===== src/elz_ram.sv =====
// elz_ram: generic single-port synchronous ram, registered read
// no dependencies
`default_nettype none
module elz_ram #(
	parameter int WIDTH = 8,
	parameter int DEPTH = 256
) (
	input  wire logic                     clk,
	input  wire logic                     en,
	input  wire logic                     we,
	input  wire logic [$clog2(DEPTH)-1:0] addr,
	input  wire logic [WIDTH-1:0]         wdata,
	output logic [WIDTH-1:0]              rdata
);
	logic [WIDTH-1:0] mem [DEPTH];

	// write or read, read data held otherwise
	always_ff @(posedge clk) begin
		if (en) begin
			if (we) begin
				mem[addr] <= wdata;
			end else begin
				rdata <= mem[addr];
			end
		end
	end
endmodule
`default_nettype wire


===== config.mk =====
export PLATFORM = sky130hd
export DESIGN_NAME = elz_ram
export DESIGN_NICKNAME = d
export VERILOG_FILES = /design/src/elz_ram.sv
export SDC_FILE = /design/constraint.sdc
export NUM_CORES = 2
export LEC_CHECK = 0
export BUFFER_PORTS_ARGS = -buffer_cell sky130_fd_sc_hd__buf_2
export CAP_MARGIN = 40
export CORE_ASPECT_RATIO = 2
export CORE_UTILIZATION = 50
export DETAILED_ROUTE_END_ITERATION = 8
export HOLD_SLACK_MARGIN = 0.08
export PLACE_DENSITY = 0.65
export SETUP_SLACK_MARGIN = 0.15
export SLEW_MARGIN = 15
export SYNTH_ARGS = -nofsm -noshare
export SYNTH_HDL_FRONTEND = slang
export SYNTH_SLANG_ARGS = --single-unit

===== constraint.sdc =====
create_clock -name clk -period 3.36 [get_ports clk]
set_input_delay 0.672 -clock clk [delete_from_list [all_inputs] [get_ports clk]]
set_output_delay 0.672 -clock clk [all_outputs]
set_load 0.02 [all_outputs]

## Word-level counts from Yosys, hierarchy flattened

Memory sizes are Yosys's and may differ from the RTL's. A register that Yosys moved wholly into a read port is not among the register bits.
Index checks and enable logic that the tools add are counted.

- Bits in registers: 0
- Memory bits (writable): 2048
- Bits of input ports: 19
- Output and inout bits: 8
- Word-level logic and storage cells: 6
- Memories kept: 1

- Muxes and demuxes: 3
- Bitwise operators: 1
- Reduce and logical (&&, ||, !) cells: 1

Memory list:

| memory | depth | width | rd ports | clocked after Yosys merged registers in | write ports | line | RTL |
|---|---|---|---|---|---|---|---|
| mem | 256 | 8 | 1 | 1 | 1 | 15 | `logic [WIDTH-1:0] mem [DEPTH];` |

Operators with widths:

| cell | count |
|---|---|
| 1-bit 2-to-1 mux | 3 |
| 2-bit AND reduction | 1 |
| 1-bit NOT | 1 |

## Longest topological paths before layout

- Depth in word-level cells: 3
- Depth in mapped cells: 9
- Mapped depth without buffers: 5

## Worst setup path before layout

Ideal clock, no wire load.

- Path kind: input to register
- From: input port addr[0]
- To: memory mem[117][0], enable pin
- Library setup time: 0.370 ns
- Data arrival time: 2.597 ns
- Required time: 2.990 ns
- Slack: 0.393 ns
- Cell stages on the path: 8
- Buffers on the path: 5
- Path through: buf_2 > buf_6 > buf_2 > buf_2 > nor3b_1 > nand2_1 > clkbuf_1 > nor2_1

RTL lines:

| element | line | RTL |
|---|---|---|
| from (decl) | 11 | `input wire logic [$clog2(DEPTH)-1:0] addr,` |
| to (decl) | 15 |  |

No word-level cell before the write port.

==> flow_summary_export.csv <==
group,metric,value,unit
outcome,status,"complete, no violations",
logic_synthesis,mappedNetlistNets,3545,
logic_synthesis,yosysTopAreaCellShare,0.788,
placed_design,dpl_cell_area,0.0851,sq mm
sta,maxSlewViolCount,0,
route,via_per_inst,6.15,
sta,finalSetupViolCount,0,
grt,grt_usage,0.252,
power,p_leak,0.0284,uW
clock_tree,path_clk_slew,0.06,ns
clock_tree,clkSinkCount,2056,
clock_tree,cts_resized,0,
route,drc,0,
sta,fin_crit,3.05,ns
placed_design,place_ws,-0.536,ns
grt,grt_pass1_wl,282,mm
grt,antenna_found_initial,2,
floorplan,die_width,282,um
logic_synthesis,synth_cells,3526,
logic_synthesis,ys_ff_latch,2056,
grt,grt_max_degree,103,
clock_tree,clk_latency,0.81,ns
route,drt_iter0_drc,4119,
final_layout,mostFrequentLayoutCells,"edfxtp_1, mux4_2, buf_4, nor2_1, a22oi_1",
power,power.density,557,mW/mm^2
clock_tree,clockBufferDepth,4,
logic_synthesis,syn-mean-instance-area,22.2,sq um
clock_tree,cts_tree,"yes",
logic_synthesis,synth_cell_types,21,
floorplan,fp.dieArea,0.158,sq mm
sta,max_slew_margin,0.375,
clock_tree,root_buffer,"clkbuf_16",
logic_synthesis,yosys.area.top_type,"edfxtp_1",
logic_synthesis,syn-cell-area,0.0784,sq mm
placed_design,place.gp.congestion,0.871,
sta,hold_ws,0.390,ns
route,firstDrtPassIters,5,
clock_tree,h-tree-depth,4,
hold_path,hold_class,"in2reg",
sta,min_period_over_period,0.907,
run,cap_violations,0,
critical_path,critPathArrivalTime,3.56,ns
final_layout,area_growth,15.5,%
clock_tree,post-cts-setup-buffers,0,
final_layout,final_nets,4062,
final_layout,design_area,0.0905,sq mm
floorplan,initial_core_util,0.503,
floorplan,io_pins,27,
route,vias,38355,
logic_synthesis,yosys_warnings,0,
placed_design,io_buffers,26,
floorplan,chipHeight,562,um
power,worst_ir_drop_vdd,0.396,mV
clock_tree,postCtsHoldBufs,0,
route,wire_per_inst,31.4,um
final_layout,drive_above_1_share,0.321,
logic_synthesis,seq_area_frac_synth,0.788,
grt,grt_pass1_vias,40362,
sta,hold_viol_final,0,
critical_path,crit_type,"in2reg",
logic_synthesis,yosys-top-cells-area,"edfxtp_1, mux4_2, a22oi_1, nor2_1, a21oi_1",
sta,worst_slack,0.314,ns
floorplan,row_count,205,
critical_path,crit_path_start_kind,"input pin",
grt,grt_overflow_total,0,
sta,clock_skew,0.0268,ns
clock_tree,cts_buffers,172,
route,drt_wl_total,196,mm
route,ant_nets,0,
floorplan,coreArea,0.156,sq mm
sta,grt_setup_unrepaired,"no",
final_layout,final_common_cell,"edfxtp_1",
sta,timing.fmax,328,MHz
critical_path,worstPathMaxFanout,26,
sta,tightest_slew,0.926,ns
placed_design,dp_hpwl,129,mm
critical_path,end_kind,"flip-flop",
critical_path,critPathRequiredTime,3.87,ns
[flip-flops by register name (all words and copies together) (netlist names)]
signal	cells
mem	2048
rdata	8
[cells by family after synthesis]
| kind of cell | after synthesis | synth area share |
|---|---|---|
| buf+inv | 225 | 0.0128 |
| simple gates | 317 | 0.0161 |
| compound gates | 416 | 0.0363 |
| flops | 2056 | 0.788 |
| mux | 512 | 0.147 |
[critical path, cell delays in order]
cell and delay [ns]:
buf_8 0.19, buf_12 0.28, buf_12 0.25, buf_12 0.18
mux4_2 0.49, a22oi_1 0.20, a21oi_1 0.12, o41ai_1 0.75
buf_4 0.27, nand4_1 0.09
[power by group]
part / total (uW) / switching, uW / leakage, uW / internal (uW)
clock: 19600 / 8790 / 0.00264 / 10900
sequential: 28200 / 12.9 / 0.0185 / 28200
combinational: 2540 / 1560 / 0.00732 / 979
[path summary, 6_finish.rpt]
kind,startpoint,end,slack [ns],cells after the start
worst min register to register,mem[198][7],rdata[7],1.16,6
worst min-delay path,wdata[2],mem[4][2],0.39,1
worst max register to register,mem[172][1],rdata[1],0.45,6
worst max-delay path,addr[0],rdata[1],0.31,10
[through the flow]
stage / setup TNS [ns] / total power (uW) / util / std cells
5_1_grt: 0 / 51600 / 0.581 / 6239
4_1_cts: 0 / 50700 / 0.581 / 6238
2_1_floorplan: 0 / 30000 / - / 3526
3_3_place_gp: -5.27 / 31300 / 0.546 / 5934
6_report: 0 / 50400 / 0.581 / 6239
3_5_place_dp: -3.58 / 31400 / 0.547 / 5939
[synth_stat cells]
cell	count
edfxtp_1	2056
mux4_2	512
nor2_1	259
a22oi_1	256
clkbuf_1	143
a21oi_1	128
buf_2	41
o41ai_1	32
nand2_1	30
buf_1	21
buf_4	11
buf_6	9
nand4_1	8
nor2b_1	7
nand3_1	4
and2_1	2
nand2b_1	2
nor3b_1	2
and4_1	1
nor3_1	1
or2_2	1
[per-layer routing]
layer / vias to the layer above / routed length [um] / global-route usage
met5: - / 17 / 0
met4: 2 / 9700 / 0.114
met3: 362 / 10200 / 0.0254
met2: 1425 / 109000 / 0.468
met1: 20596 / 66600 / 0.289
li1: 15970 / - / -
[cell type report]
cell class,count,area [sq um]
antenna,1,2.50
tap,2070,2590
clock inverter,92,855
clock buffer,207,4540
fill,11101,65200
multi-input combinational,1245,15700
sequential,2056,61700
timing repair buffer,568,5070
Note: power is estimated with default switching activity, not from simulation.
